==> config.mk <==
export PLATFORM = sky130hd
export DESIGN_NAME = bcd_date_validator_unit
export DESIGN_NICKNAME = d
export VERILOG_FILES = /design/src/sv/bdv_pkg.sv /design/src/sv/bcd_date_validator_unit.sv
export SDC_FILE = /design/constraint.sdc
export NUM_CORES = 1
export LEC_CHECK = 0
export ABC_AREA = 1
export CORE_AREA = 2 2 59 61
export CTS_CLUSTER_DIAMETER = 150
export DETAILED_ROUTE_END_ITERATION = 10
export DIE_AREA = 0 0 61 63
export DONT_BUFFER_PORTS = 1
export GPL_ROUTABILITY_DRIVEN = 1
export PLACE_DENSITY_LB_ADDON = 0.1
export SKIP_CTS_REPAIR_TIMING = 1
export SLEW_MARGIN = 20
export SYNTH_ARGS = -nofsm -noshare
export SYNTH_HDL_FRONTEND = slang
export SYNTH_SLANG_ARGS = --single-unit
==> constraint.sdc <==
create_clock -name clk -period 2.9 [get_ports clk]
set_clock_uncertainty 0.15 [all_clocks]
set_input_delay 0.29 -clock clk [delete_from_list [all_inputs] [get_ports clk]]
set_output_delay 0.29 -clock clk [all_outputs]
set_load 0.1 [all_outputs]
==> src/sv/bdv_pkg.sv <==
// ----------------------------------------------------------------------------
// bdv_pkg
// Types, constants and helper functions for the BCD date validator.
// ----------------------------------------------------------------------------
package bdv_pkg;

  typedef logic [7:0] bcd_byte_t;   // two BCD digits, tens in the high nibble
  typedef logic [3:0] nibble_t;
  typedef logic [3:0] month_bin_t;  // 1..12 once checked
  typedef logic [5:0] day_bin_t;    // up to 39 after the tens check

  localparam nibble_t    DIGIT_MAX       = 4'd9;
  localparam nibble_t    MONTH_TENS_MAX  = 4'd1;
  localparam nibble_t    DAY_TENS_MAX    = 4'd3;
  localparam month_bin_t MONTH_LAST      = 4'd12;
  localparam month_bin_t MONTH_FEB       = 4'd2;
  localparam month_bin_t MONTH_APR       = 4'd4;
  localparam month_bin_t MONTH_JUN       = 4'd6;
  localparam month_bin_t MONTH_SEP       = 4'd9;
  localparam month_bin_t MONTH_NOV       = 4'd11;
  localparam day_bin_t   DAYS_LONG       = 6'd31;
  localparam day_bin_t   DAYS_SHORT      = 6'd30;
  localparam day_bin_t   DAYS_FEB        = 6'd28;
  localparam day_bin_t   DAYS_FEB_LEAP   = 6'd29;

  // Both nibbles within their limits.
  function automatic logic digits_ok(input bcd_byte_t b, input nibble_t tens_max);
    return (b[7:4] <= tens_max) && (b[3:0] <= DIGIT_MAX);
  endfunction

  // Two-digit BCD value divisible by four: 10t+u = 2t+u (mod 4).
  function automatic logic bcd_div4(input bcd_byte_t b);
    logic even_tens;
    even_tens = ~b[4];
    if (even_tens) begin
      return (b[3:0] == 4'd0) || (b[3:0] == 4'd4) || (b[3:0] == 4'd8);
    end
    return (b[3:0] == 4'd2) || (b[3:0] == 4'd6);
  endfunction

  // Gregorian leap rule on a four-digit BCD year. A year ending in 00 is a
  // leap year only when its century is divisible by four.
  function automatic logic bcd_leap(input bcd_byte_t yh, input bcd_byte_t yl);
    if (yl == 8'h00) begin
      return bcd_div4(yh);
    end
    return bcd_div4(yl);
  endfunction

  function automatic day_bin_t month_days(input month_bin_t m, input logic leap);
    day_bin_t d;
    case (m) inside
      MONTH_APR, MONTH_JUN, MONTH_SEP, MONTH_NOV: d = DAYS_SHORT;
      MONTH_FEB:                                  d = leap ? DAYS_FEB_LEAP : DAYS_FEB;
      default:                                    d = DAYS_LONG;
    endcase
    return d;
  endfunction

endpackage

==> src/sv/bcd_date_validator_unit.sv <==
// ----------------------------------------------------------------------------
// bcd_date_validator_unit
// Checks a packed BCD calendar date and flags whether it is well formed.
// ----------------------------------------------------------------------------
// Two-stage pipeline: the item is captured in an input register, checked by
// short combinational logic and its flag captured in the output register.
// One item per cycle is sustained while out_ready stays high. Ready is passed back
// combinationally from out_ready to in_ready, so a stalled result holds the
// stages behind it. No configuration and no state beyond the pipeline.
module bcd_date_validator_unit (
  input  logic              clk,
  input  logic              rst_n,
  input  logic              in_valid,
  output logic              in_ready,
  input  bdv_pkg::bcd_byte_t in_year_high_bcd,
  input  bdv_pkg::bcd_byte_t in_year_low_bcd,
  input  bdv_pkg::bcd_byte_t in_month_bcd,
  input  bdv_pkg::bcd_byte_t in_day_bcd,
  output logic              out_valid,
  input  logic              out_ready,
  output logic              out_date_valid
);
  import bdv_pkg::*;

  logic      s1_valid_r, s1_valid_nxt;
  bcd_byte_t yh_r, yl_r, mb_r, db_r;
  logic      out_valid_r, out_valid_nxt;
  logic      date_valid_r;

  logic       out_load;
  logic       s1_load;
  month_bin_t month_bin;
  day_bin_t   day_bin;
  logic       leap;
  logic       fmt_ok;
  logic       month_ok;
  logic       day_ok;
  logic       check_ok;

  // Handshake
  assign out_load = s1_valid_r && (!out_valid_r || out_ready);
  assign in_ready = !s1_valid_r || out_load;
  assign s1_load  = in_valid && in_ready;

  always_comb begin
    s1_valid_nxt = s1_valid_r;
    if (s1_load) begin
      s1_valid_nxt = 1'b1;
    end else if (out_load) begin
      s1_valid_nxt = 1'b0;
    end
    out_valid_nxt = out_valid_r;
    if (out_load) begin
      out_valid_nxt = 1'b1;
    end else if (out_ready) begin
      out_valid_nxt = 1'b0;
    end
  end

  // Check
  assign fmt_ok    = digits_ok(yh_r, DIGIT_MAX) && digits_ok(yl_r, DIGIT_MAX) &&
                     digits_ok(mb_r, MONTH_TENS_MAX) && digits_ok(db_r, DAY_TENS_MAX);
  // tens digit of month is 0 or 1 once fmt_ok holds
  assign month_bin = mb_r[4] ? (mb_r[3:0] + 4'd10) : mb_r[3:0];
  assign day_bin   = ({2'b00, db_r[7:4]} << 3) + ({2'b00, db_r[7:4]} << 1) +
                     {2'b00, db_r[3:0]};
  assign leap      = bcd_leap(yh_r, yl_r);
  // with a tens digit of one only units up to two make a month; month_bin wraps above
  assign month_ok  = (month_bin != 4'd0) && (month_bin <= MONTH_LAST) && (mb_r[7:5] == 3'd0) &&
                     (!mb_r[4] || (mb_r[3:0] <= 4'd2));
  assign day_ok    = (day_bin != 6'd0) && (day_bin <= month_days(month_bin, leap));
  assign check_ok  = fmt_ok && month_ok && day_ok;

  always_ff @(posedge clk) begin
    if (!rst_n) begin
      s1_valid_r  <= 1'b0;
      out_valid_r <= 1'b0;
    end else begin
      s1_valid_r  <= s1_valid_nxt;
      out_valid_r <= out_valid_nxt;
    end
  end

  always_ff @(posedge clk) begin
    if (s1_load) begin
      yh_r <= in_year_high_bcd;
      yl_r <= in_year_low_bcd;
      mb_r <= in_month_bcd;
      db_r <= in_day_bcd;
    end
    if (out_load) begin
      date_valid_r <= check_ok;
    end
  end

  assign out_valid      = out_valid_r;
  assign out_date_valid = date_valid_r;

  // A checked item always lands in the output register.
  a_s1_moves: assert property (@(posedge clk) disable iff (!rst_n)
    out_load |=> out_valid_r)
    else $error("checked item not presented at output");

  // Input may only be taken when stage one has room.
  a_room: assert property (@(posedge clk) disable iff (!rst_n)
    s1_load |-> (!s1_valid_r || out_load))
    else $error("item accepted over an occupied stage");

  // A bad month never yields a valid flag.
  a_bad_month: assert property (@(posedge clk) disable iff (!rst_n)
    (out_load && (month_bin == 4'd0 || month_bin > MONTH_LAST)) |=> !date_valid_r)
    else $error("invalid month flagged as valid");

  a_reset: assert property (@(posedge clk)
    !rst_n |=> (!out_valid_r && !s1_valid_r))
    else $error("pipeline not empty after reset");

endmodule

# After elaboration in Yosys (flattened, before gate mapping)
# Cells that the tools add are included.
# totals
ff_bits	35
latch_bits	0
mem_bits_rw	0
mem_bits_ro	0
input_bits	36
output_inout_bits	3
word_cells	89
n_memories	0
# op_classes
addsub	3
mul	0
div_mod_pow	0
order_cmp	11
eq_ne	13
shifts	0
n_mux	19
bitwise_logic	0
reduce_logical	36
# ops
cell	count
4-bit less-or-equal comparator, second input constant	7
4-bit by 3-bit equality test with 1-bit output, second input constant	6
4-bit equality test, second input constant	4
1-bit two-way mux	16
1-bit logical AND	15
4-bit by 2-bit equality test with 1-bit output, second input constant	3
1-bit logical OR	9
4-bit by 2-bit less-or-equal comparator with 1-bit output, second input constant	2
4-bit zero test	2
8-bit zero test	1
6-bit by 4-bit adder with 6-bit output	1
6-bit by 5-bit adder with 6-bit output	1
6-bit less-or-equal comparator	1
6-bit nonzero test	1
4-bit adder, second input constant	1
4-bit by 1-bit less-or-equal comparator with 1-bit output, second input constant	1
2-bit two-way mux	2
4-bit two-way mux	1
2-bit nonzero test	2
4-bit nonzero test	1
4-bit OR reduction	1
1-bit zero test	3
3-bit zero test	1

# Logic depth before layout (Yosys ltp)
# Gate-level depths: netlist (run 1).
# logic_depth
word_depth	13
mapped_depth	16
depth_no_buf	16

# Worst setup path before layout (run 1)
# Ideal clock, no wire load.
# synth_path
path_type	register to register
start	register out_valid_r, in the netlist out_valid
end	register db_r[0] (enable)
setup_ns	0.401
arrival_time_ns	2.739
t_required_ns	2.349
path_slack_ns	-0.389
path_stages_with_launch	4
path_buffers	0
period_less_slack_ns	3.289
path_cell_list	dfxtp_1 > nand3_1 > nand2_1 > inv_1
# synth_between
elab_chain_len	5
# synth_lines
item	line	source
start, declared	bcd_date_validator_unit.sv:27	logic out_valid_r, out_valid_nxt;
start signal, assigned	bcd_date_validator_unit.sv:80	out_valid_r <= out_valid_nxt;
1-bit zero test	bcd_date_validator_unit.sv:41	assign out_load = s1_valid_r && (!out_valid_r || out_ready);
1-bit logical OR	bcd_date_validator_unit.sv:41	
1-bit logical AND	bcd_date_validator_unit.sv:41	
1-bit logical OR	bcd_date_validator_unit.sv:42	assign in_ready = !s1_valid_r || out_load;
net in_ready	bcd_date_validator_unit.sv:14	output logic in_ready,
1-bit logical AND	bcd_date_validator_unit.sv:43	assign s1_load = in_valid && in_ready;
net s1_load	bcd_date_validator_unit.sv:31	logic s1_load;
end signal, assigned	bcd_date_validator_unit.sv:89	db_r <= in_day_bcd;
end, declared	bcd_date_validator_unit.sv:26	bcd_byte_t yh_r, yl_r, mb_r, db_r;
# The timed path passes the listed nets, and every way through them passes these cells.
# A chain may end at the register's enable or synchronous reset.

# Worst setup path in the final report (run 1)
# layout_path
start	register mb_r[1]
end	register date_valid_r, in the netlist out_date_valid, data pin
# layout_between
elab_chain_len	8
word_cells_on_any_way	25
classes_between	1 x add/sub; 4 x order compare; 5 x eq/ne; 3 x mux; 12 x reduce/logical
# layout_lines
item	line	source
start, declared	bcd_date_validator_unit.sv:26	
start signal, assigned	bcd_date_validator_unit.sv:88	mb_r <= in_month_bcd;
4-bit adder	bcd_date_validator_unit.sv:64	assign month_bin = mb_r[4] ? (mb_r[3:0] + 4'd10) : mb_r[3:0];
4-bit two-way mux	bcd_date_validator_unit.sv:64	
4-bit by 3-bit equality test with 1-bit output (tied with other cells)	bcd_date_validator_unit.sv:71	assign day_ok = (day_bin != 6'd0) && (day_bin <= month_days(month_bin, leap));
4-bit OR reduction (tied with other cells)	bdv_pkg.sv:52	case (m) inside
2-bit two-way mux / 1-bit logical AND (equally long branches)	bdv_pkg.sv:52, bcd_date_validator_unit.sv:69	
6-bit less-or-equal comparator / 1-bit logical AND (equally long branches)	bcd_date_validator_unit.sv:71, bcd_date_validator_unit.sv:69	
1-bit logical AND (on tied branches)	bcd_date_validator_unit.sv:71, bcd_date_validator_unit.sv:72	
1-bit logical AND *	bcd_date_validator_unit.sv:72	assign check_ok = fmt_ok && month_ok && day_ok;
net check_ok	bcd_date_validator_unit.sv:38	logic check_ok;
end signal, assigned	bcd_date_validator_unit.sv:92	date_valid_r <= check_ok;
end, declared	bcd_date_validator_unit.sv:28	logic date_valid_r;
# Mark *: on every way through the listed nets, which the timed path passes. The rest lies on a longest branch.

==> flow_summary_export.csv, run 1 <==
group,metric,value,unit
critical_path,crit_type,"reg -> reg",
clocking,cts_root_buf,"clkbuf_4",
clocking,cts_tree,"built",
finish,final_layout_size_suffix_gt1_frac,0.07426,
drt,dr.pass1.iters,4,
grt,grt_overflow_total,0,
power_and_ir_drop,peakVddDrop,0.4090,mV
floorplanning,io_pins,39,
sta,setup_tns,0,ps
yosys,synthesis.nets,205,
power_and_ir_drop,leakage,0.9097,nW
critical_path,cp_num_cells,15,
drt,via_per_inst,4.710,
job,drv_cap,0,
power_and_ir_drop,seqPwrFrac,0.606,
finish,area_delta_synth_final,28.80,%
power_and_ir_drop,p_switching,242.2,µW
sta,maxClockFrequency,413.1,MHz
place,dp_hpwl,1.911,mm
grt,grt_max_degree,16,
drt,drt_wl_total,2.837,mm
drt,vias,1168,
clocking,path_clk_slew,90,ps
drt,postRouteAntennaNets,0,
grt,antenna_found_initial,0,
place,gp_congestion,0.7378,
sta,relSlewSlack,0.3981,
critical_path,arrival,2360,ps
floorplanning,die_h,63,µm
critical_path,worst-path-buf-inv,0,
drt,wl_per_cell,11.44,µm
place,place_ws,472.9,ps
yosys,synth-seq-area-share,0.6163,
finish,antenna_cells,0,
power_and_ir_drop,switching_share,0.2433,
power_and_ir_drop,p_per_area,462.0,nW/µm²
yosys,netlist_area,1673,µm²
sta,hold_viol_final,0,
power_and_ir_drop,intPower,753.2,µW
yosys,netlist_instances,157,
critical_path,cp_top_family,"simple AND/OR/NAND/NOR gates",
hold_path,hold_path_depth,3,
floorplanning,dieArea,3843,µm²
clocking,cts_inserted_buffers,5,
critical_path,setup.worst_path.end_class,"flop",
critical_path,required,2830,ps
grt,grt_pass1_vias,986,
sta,rsz0062_at_grt,"false",
status,outcome,"finished, final reports clean",
critical_path,cp_max_fo,4,
drt,dr.first_iter.drc_count,34,
hold_path,min_path_type,"in -> reg",
sta,finalSetupViolCount,0,
power_and_ir_drop,power.share.clock,0.231,
sta,slew_viol_final,0,
sta,worstMarginPinSlew,904.7,ps
yosys,synth-seq-cells,35,
yosys,syn_area_per_cell,10.66,µm²
floorplanning,rows,21,
sta,layout_setup_ws,479.4,ps
critical_path,cp_slowest_stage_delay,450,ps
clocking,clock_latency,330,ps
floorplanning,dieWidth,61,µm
power_and_ir_drop,p_comb_frac,0.164,
critical_path,slowest_stage,"edfxtp_1",
clocking,clockBufferDepth,2,
clocking,clkSinkCount,35,
critical_path,path_cells,"ha_1 -> nand2_1 -> o21ai_1 -> nand2_2 -> nor2_2 -> nand2_1 -> nor2_1 -> nor2_1 -> ha_1 -> a21oi_1 -> nand3_1 -> nand2_1 -> nor2_1 -> nand2_1 -> nor2_1",
place,io_buffers,0,
yosys,ys_warn_count,0,
sta,whs,46.43,ps
critical_path,cp-start-kind,"flop",
sta,min_period,2421,ps
clocking,cts.htree.levels,2,
sta,min_period_over_period,0.8347,
finish,nets,249,
finish,final_core_util,0.6667,
grt,grt_pass1_wl,3.939,mm
yosys,ys_types,19,
floorplanning,core_area,3232,µm²
drt,drc_errors,0,
critical_path,rr_worst_depth,15,
grt,track_usage,0.1436,
floorplanning,initial_utilization,0.5176,
[layer usage]
| layer | share of wire | track usage | vias up |
|---|---|---|---|
| li1 | - | - | 608 |
| met5 | 0 | 0 | - |
| met2 | 0.57 | 0.2352 | 22 |
| met1 | 0.38 | 0.1592 | 536 |
| met4 | 0.0081 | 0.05707 | 0 |
| met3 | 0.040 | 0.06418 | 2 |
[kinds of logic (layout without fill, tap and decap cells)]
| family | Yosys count | in the layout | share of synthesized area |
|---|---|---|---|
| AND/OR/NAND/NOR | 70 | 70 | 0.1728 |
| flip-flops | 35 | 35 | 0.6163 |
| XOR/XNOR | 3 | 3 | 0.01571 |
| AO/OA/AOI/OAI | 16 | 16 | 0.04936 |
| adder cells (fa/ha/maj) | 12 | 12 | 0.09873 |
| buffers and inverters | 21 | 66 | 0.04712 |
[metrics by stage]
step / instance area, µm² / total power, mW / std cells
4_1_cts: 1814 / 0.9641 / 214
2_1_floorplan: 1685 / 0.7136 / 157
5_1_grt: 2155 / 1.055 / 248
6_report: 2155 / 0.9954 / 248
3_3_place_gp: 1765 / 0.7361 / 206
3_5_place_dp: 1765 / 0.7408 / 206
[worst reg2reg max path: stages (launching register included)]
cell      delay [ps]
edfxtp_1         450
ha_1             310
nand2_1           50
o21ai_1          160
nand2_2           90
nor2_2           100
nand2_1           60
nor2_1           100
nor2_1            50
ha_1             270
a21oi_1          120
nand3_1           80
nand2_1           70
nor2_1            40
nand2_1           50
nor2_1            40
[cell type report]
cell class | count | area (µm²)
Clock buffer | 6 | 41.29
Clock inverter | 2 | 7.507
Fill cell | 266 | 1077
Inverter | 21 | 78.83
Multi-Input combinational cell | 101 | 575.6
Sequential cell | 35 | 1031
Tap cell | 46 | 57.56
Timing Repair Buffer | 37 | 362.8
[layout by cell type (no fill, tap or decap), drive strengths merged]
| cell type | n |
|---|---|
| buf | 3 |
| clkbuf | 6 |
| nand3 | 5 |
| ha | 10 |
| nand3b | 2 |
| dfxtp | 2 |
| inv | 21 |
| o21bai | 1 |
| nor2 | 30 |
| xnor2 | 2 |
| edfxtp | 33 |
| a21oi | 6 |
| fa | 2 |
| nand2 | 32 |
| dlygate4sd3 | 34 |
| xor2 | 1 |
| clkinv | 2 |
| nand4 | 1 |
| o21ai | 9 |
[sequential cells by signal, summed over array words and instances, names as in the netlist]
signal	flops
db_r	8
out_valid	1
s1_valid_r	1
yh_r	8
mb_r	8
out_date_valid	1
yl_r	8
[worst paths after layout]
check,slack [ps],end,start
min,50,out_valid,out_ready
max reg2reg,480,out_date_valid,mb_r[1]
max,480,out_date_valid,mb_r[1]
min reg2reg,380,out_valid,s1_valid_r
[cells in the mapped netlist (all sizes together)]
cell | instances | share of area
a21oi | 6 | 0.018
dfxtp | 2 | 0.024
o21ai | 9 | 0.027
fa | 2 | 0.024
ha | 10 | 0.075
inv | 21 | 0.047
nor2 | 30 | 0.070
nand3b | 2 | 0.0090
o21bai | 1 | 0.0045
nand2 | 32 | 0.075
nand4 | 1 | 0.0037
nand3 | 5 | 0.015
xor2 | 1 | 0.0052
edfxtp | 33 | 0.59
xnor2 | 2 | 0.010
[power groups by stage]
stage	Sequential (mW)	Combinational, mW	Clock [mW]
finish	0.603	0.163	0.230
global route	0.607	0.187	0.261
CTS	0.603	0.127	0.234
detailed placement	0.615	0.126	0
global placement	0.614	0.122	0
floorplan	0.618	0.0958	0
No activity file was read; power rests on OpenSTA's default activity.
==> run 2: changes to the inputs <==
==> constraint.sdc (replaced) <==
create_clock -name clk -period 2.55 [get_ports clk]
set_clock_uncertainty 0.15 [all_clocks]
set_input_delay 0.255 -clock clk [delete_from_list [all_inputs] [get_ports clk]]
set_output_delay 0.255 -clock clk [all_outputs]
set_load 0.1 [all_outputs]
==> run 2 against run 1 <==
Register-to-register slack worse by 320 ps. Wire length grew 0.32%. The flow now finishes with violations (negative hold slack). Clock-buffer cell count is 1 higher. Maximum frequency is 1.3% higher. Core utilization increased by 0.19 points.
==> flow_summary_export.csv, run 2 (same netlist as run 1, synthesis figures left out) <==
group,metric,value,unit
drt,wl_per_cell,11.48,µm
finish,final_layout_size_suffix_gt1_frac,0.08911,
drt,via_per_inst,4.762,
power_and_ir_drop,total_power,1.136,mW
grt,grt_max_degree,33,
floorplanning,initial_utilization,0.5176,
clocking,cts_inserted_buffers,5,
power_and_ir_drop,leakage,0.9120,nW
critical_path,cp_max_fo,2,
floorplanning,dieArea,3843,µm²
power_and_ir_drop,p_comb_frac,0.164,
sta,worstMarginPinSlew,901.9,ps
clocking,cts_root_buf,"clkbuf_4",
clocking,cts.htree.levels,2,
critical_path,slowest_stage,"fa_1",
clocking,clock_latency,320,ps
power_and_ir_drop,switching_share,0.2412,
power_and_ir_drop,p_switching,274.0,µW
sta,relSlewSlack,0.4000,
place,gp_congestion,0.7981,
sta,whs,-17.86,ps
critical_path,cp_slowest_stage_delay,580,ps
sta,min_period,2390,ps
finish,nets,249,
floorplanning,io_pins,39,
grt,grt_pass1_wl,3.946,mm
drt,vias,1181,
finish,area_delta_synth_final,29.17,%
finish,final_area,2161,µm²
power_and_ir_drop,power.share.clock,0.232,
power_and_ir_drop,intPower,862.0,µW
sta,hold_viol_final,1,
power_and_ir_drop,seqPwrFrac,0.604,
critical_path,cp-start-kind,"flop",
critical_path,rr_worst_depth,9,
floorplanning,core_area,3232,µm²
critical_path,arrival,2330,ps
job,drv_cap,0,
status,outcome,"finished, violations left",
drt,postRouteAntennaNets,0,
sta,setup_tns,0,ps
sta,finalSetupViolCount,0,
hold_path,hold_path_depth,3,
finish,final_common_cell,"dlygate4sd3_1",
grt,track_usage,0.1403,
drt,dr.pass1.iters,4,
clocking,path_clk_slew,90,ps
place,io_buffers,0,
place,place_area,1759,µm²
drt,dr.first_iter.drc_count,32,
power_and_ir_drop,peakVddDrop,0.4732,mV
floorplanning,rows,21,
clocking,clkSinkCount,35,
grt,antenna_found_initial,0,
drt,drt_wl_total,2.846,mm
drt,drc_errors,0,
status,violations,"negative hold slack",
grt,grt_overflow_total,0,
floorplanning,dieWidth,61,µm
critical_path,path_cells,"fa_1 -> fa_1 -> nand2_1 -> a21oi_1 -> nand3_1 -> nand2_1 -> nor2_1 -> nand2_1 -> nor2_1",
hold_path,min_path_type,"in -> reg",
sta,slew_viol_final,0,
sta,rsz0062_at_grt,"false",
sta,min_period_over_period,0.9374,
grt,grt_pass1_vias,1012,
clocking,clockBufferDepth,2,
critical_path,crit_type,"reg -> reg",
place,dp_hpwl,1.972,mm
finish,antenna_cells,0,
clocking,cts_tree,"built",
power_and_ir_drop,p_per_area,525.7,nW/µm²
sta,maxClockFrequency,418.3,MHz
finish,final_cell_mix,"34 x dlygate4sd3_1, 33 x edfxtp_1, 30 x nand2_1",
critical_path,setup.worst_path.end_class,"flop",
critical_path,required,2490,ps
critical_path,cpMostUsedCell,"nand2_1",
floorplanning,die_h,63,µm
-- run 2: cell types whose count changed in the layout (fill, tap and decap cells not counted) --
cell,before,now
clkinv_1,2,0
o21ai_2,0,1
clkinv_2,0,1
clkbuf_1,1,2
dfxtp_2,0,1
o21ai_1,3,2
dfxtp_1,2,1
-- run 2: area by class of cell --
type,count,area (µm²)
clock inverters,1,5.005
well taps,46,57.56
clock buffers,7,45.04
flip-flops and latches,35,1032
repair buffers,37,362.8
inverters,21,78.83
multi-input cells,101,579.3
fillers,249,1071
-- run 2: power groups by stage --
stage	Clock, mW	Sequential (mW)	Combinational, mW
detailed placement	0	0.700	0.143
global placement	0	0.699	0.138
CTS	0.274	0.687	0.144
global route	0.295	0.690	0.211
floorplan	0	0.703	0.109
finish	0.264	0.686	0.186
-- run 2: per-stage QoR --
stage	instances	setup slack (ps)	hold WS, ps	util
global route	248	20.08	4.461	0.6686
detailed placement	205	118.4	203.9	0.5443
global placement	205	150.7	203.9	0.5443
floorplan	157	279.5	203.9	-
finish	248	159.6	-17.86	0.6686
CTS	213	106.2	-146.5	0.5598
-- run 2: metal layers --
metal | vias to the layer above | share of wire | wire, µm | track usage
li1 | 609 | - | - | -
met1 | 545 | 0.38 | 1077 | 0.1399
met2 | 25 | 0.57 | 1622 | 0.2567
met3 | 2 | 0.043 | 121 | 0.05590
met4 | 0 | 0.0084 | 24 | 0.04076
met5 | - | 0 | 0 | 0
-- run 2: worst max-delay path: cells and delay by family (launching register included) --
kind                     cells  cell delay, ps
AO/OA/AOI/OAI                1             120
flip-flops                   1             430
adder cells (fa/ha/maj)      2            1130
AND/OR/NAND/NOR              6             350
-- run 2: path summary, 6_finish.rpt --
kind | startpoint | to | slack [ps]
setup reg to reg | db_r[3] | out_date_valid | 160
hold / removal | out_ready | out_valid | -20
setup / recovery | db_r[3] | out_date_valid | 160
hold reg to reg | s1_valid_r | out_valid | 350
==> run 3: changes to the inputs <==
--- a/config.mk
+++ b/config.mk
@@ -13,6 +13,7 @@
 export DONT_BUFFER_PORTS = 1
 export GPL_ROUTABILITY_DRIVEN = 1
 export PLACE_DENSITY_LB_ADDON = 0.1
+export RECOVER_POWER = 100
 export SKIP_CTS_REPAIR_TIMING = 1
 export SLEW_MARGIN = 20
 export SYNTH_ARGS = -nofsm -noshare
==> run 3 against run 2 <==
The run still ends with negative hold slack left. Clock power about the same. Sequential power about the same. First-iteration DRC count unchanged. Combinational power about the same. Clock-buffer cell count unchanged. Setup slack about the same. Hold slack better by 0.83 ps. Non-clock buffer count unchanged. Critical endpoint unchanged. Largest cell class unchanged.
==> flow_summary_export.csv, run 3 (same netlist as run 1, synthesis figures left out) <==
group,metric,value,unit
clocking,cts_root_buf,"clkbuf_4",
sta,layout_setup_ws,159.1,ps
power_and_ir_drop,p_per_area,526.2,nW/µm²
grt,met2_usage,0.2567,
clocking,clockBufferDepth,2,
grt,use_met3,0.05590,
grt,grt_busiest_layer,"met2",
finish,area_delta_synth_final,28.95,%
clocking,cts_inserted_buffers,5,
grt,track_usage,0.1403,
floorplanning,dieWidth,61,µm
critical_path,crit_type,"reg -> reg",
grt,grt_max_degree,33,
grt,grt_pass1_vias,1012,
clocking,clock_latency,320,ps
drt,drt_wl_total,2.845,mm
power_and_ir_drop,leakage,0.9079,nW
critical_path,r2r_slack,160,ps
power_and_ir_drop,peakVddDrop,0.4743,mV
floorplanning,core_area,3232,µm²
critical_path,required,2490,ps
sta,finalSetupViolCount,0,
floorplanning,rows,21,
critical_path,critPathCapture,"out_date_valid",
grt,grt_pass1_wl,3.946,mm
drt,via_per_inst,4.762,
finish,final_common_cell,"dlygate4sd3_1",
floorplanning,dieArea,3843,µm²
critical_path,rr_startpoint,"db_r[3]",
grt,antenna_found_initial,0,
finish,final_layout_size_suffix_gt1_frac,0.08416,
drt,dr.pass1.iters,4,
place,gp_congestion,0.7981,
critical_path,r2r-end,"out_date_valid",
sta,rsz0062_at_grt,"false",
critical_path,startpoint,"db_r[3]",
grt,grt_overflow_total,0,
floorplanning,io_pins,39,
sta,min_period_over_period,0.9376,
critical_path,arrival,2330,ps
status,violations,"negative hold slack",
sta,worstMarginPinSlew,1234,ps
finish,final_cell_mix,"34 x dlygate4sd3_1, 33 x edfxtp_1, 30 x nand2_1",
drt,drc_errors,0,
clocking,clkSinkCount,35,
sta,slew_viol_final,0,
finish,antenna_cells,0,
hold_path,min_path_type,"in -> reg",
drt,wl_per_cell,11.47,µm
clocking,cts.htree.levels,2,
drt,vias,1181,
sta,setup_tns,0,ps
finish,nets,249,
finish,seqCellArea,1032,µm²
finish,multi_input_area,579.3,µm²
drt,postRouteAntennaNets,0,
sta,min_period,2391,ps
job,drv_cap,0,
critical_path,cp-start-kind,"flop",
drt,dr.first_iter.drc_count,32,
clocking,cts_tree,"built",
sta,maxClockFrequency,418.3,MHz
floorplanning,initial_utilization,0.5176,
status,outcome,"finished, violations left",
power_and_ir_drop,total_power,1.135,mW
critical_path,cp_max_fo,2,
finish,fill_cells,249,
place,dp_hpwl,1.972,mm
sta,relSlewSlack,0.1770,
place,place_ws,118.4,ps
clocking,path_clk_slew,90,ps
sta,hold_viol_final,1,
place,io_buffers,0,
critical_path,setup.worst_path.end_class,"flop",
grt,grt_util_met1,0.1399,
critical_path,rr_worst_depth,9,
floorplanning,die_h,63,µm
sta,whs,-17.03,ps
## run 3: cell types whose count changed in the layout (fill, tap and decap cells not counted)
cell      delta
buf_4        -1
clkbuf_1     +1
## run 3: final cells by class
| class | instances | area share |
|---|---|---|
| clock buffers | 7 | 0.02088 |
| clock inverters | 1 | 0.002320 |
| inverters | 21 | 0.03654 |
| multi-input cells | 101 | 0.2686 |
| flip-flops and latches | 35 | 0.4785 |
| well taps | 46 | 0.02668 |
| repair buffers | 37 | 0.1665 |
## run 3: per-stage QoR
| stage | cells | area [µm²] | hold WS [ps] | util |
|---|---|---|---|---|
| 6_report | 248 | 2157 | -17.03 | 0.6674 |
| 5_1_grt | 248 | 2157 | 4.461 | 0.6674 |
| 4_1_cts | 213 | 1809 | -146.5 | 0.5598 |
| 3_5_place_dp | 205 | 1759 | 203.9 | 0.5443 |
| 3_3_place_gp | 205 | 1759 | 203.9 | 0.5443 |
| 2_1_floorplan | 157 | 1687 | 203.9 | - |
## run 3: report_power, final
part	switching (mW)	leakage, nW	total, mW	internal [mW]
clock	0.156	0.0293	0.264	0.107
combinational	0.0970	0.539	0.185	0.0883
sequential	0.0204	0.340	0.686	0.666
## run 3: worst max-delay path, stage by stage, from the launching register on
cell,delay [ps]
edfxtp_1,430
fa_1,550
fa_1,580
nand2_1,60
a21oi_1,120
nand3_1,90
nand2_1,70
nor2_1,40
nand2_1,50
nor2_1,40
## run 3: per-layer routing
| metal | vias to the layer above | part of all wire |
|---|---|---|
| li1 | 609 | - |
| met1 | 545 | 0.38 |
| met2 | 25 | 0.57 |
| met3 | 2 | 0.043 |
| met4 | 0 | 0.0084 |
| met5 | - | 0 |
## run 3: worst min-delay path by stage
stage / startpoint / endpoint / slack, ps / cells past startpoint
after floorplan: in_day_bcd[0] / db_r[0] / 200 / 0
after global placement: in_month_bcd[5] / mb_r[5] / 200 / 0
after detailed placement: in_year_high_bcd[6] / yh_r[6] / 200 / 0
after CTS: in_day_bcd[0] / db_r[0] / -150 / 0
after global routing: out_ready / out_valid / 4 / 3
final: out_ready / out_valid / -20 / 3
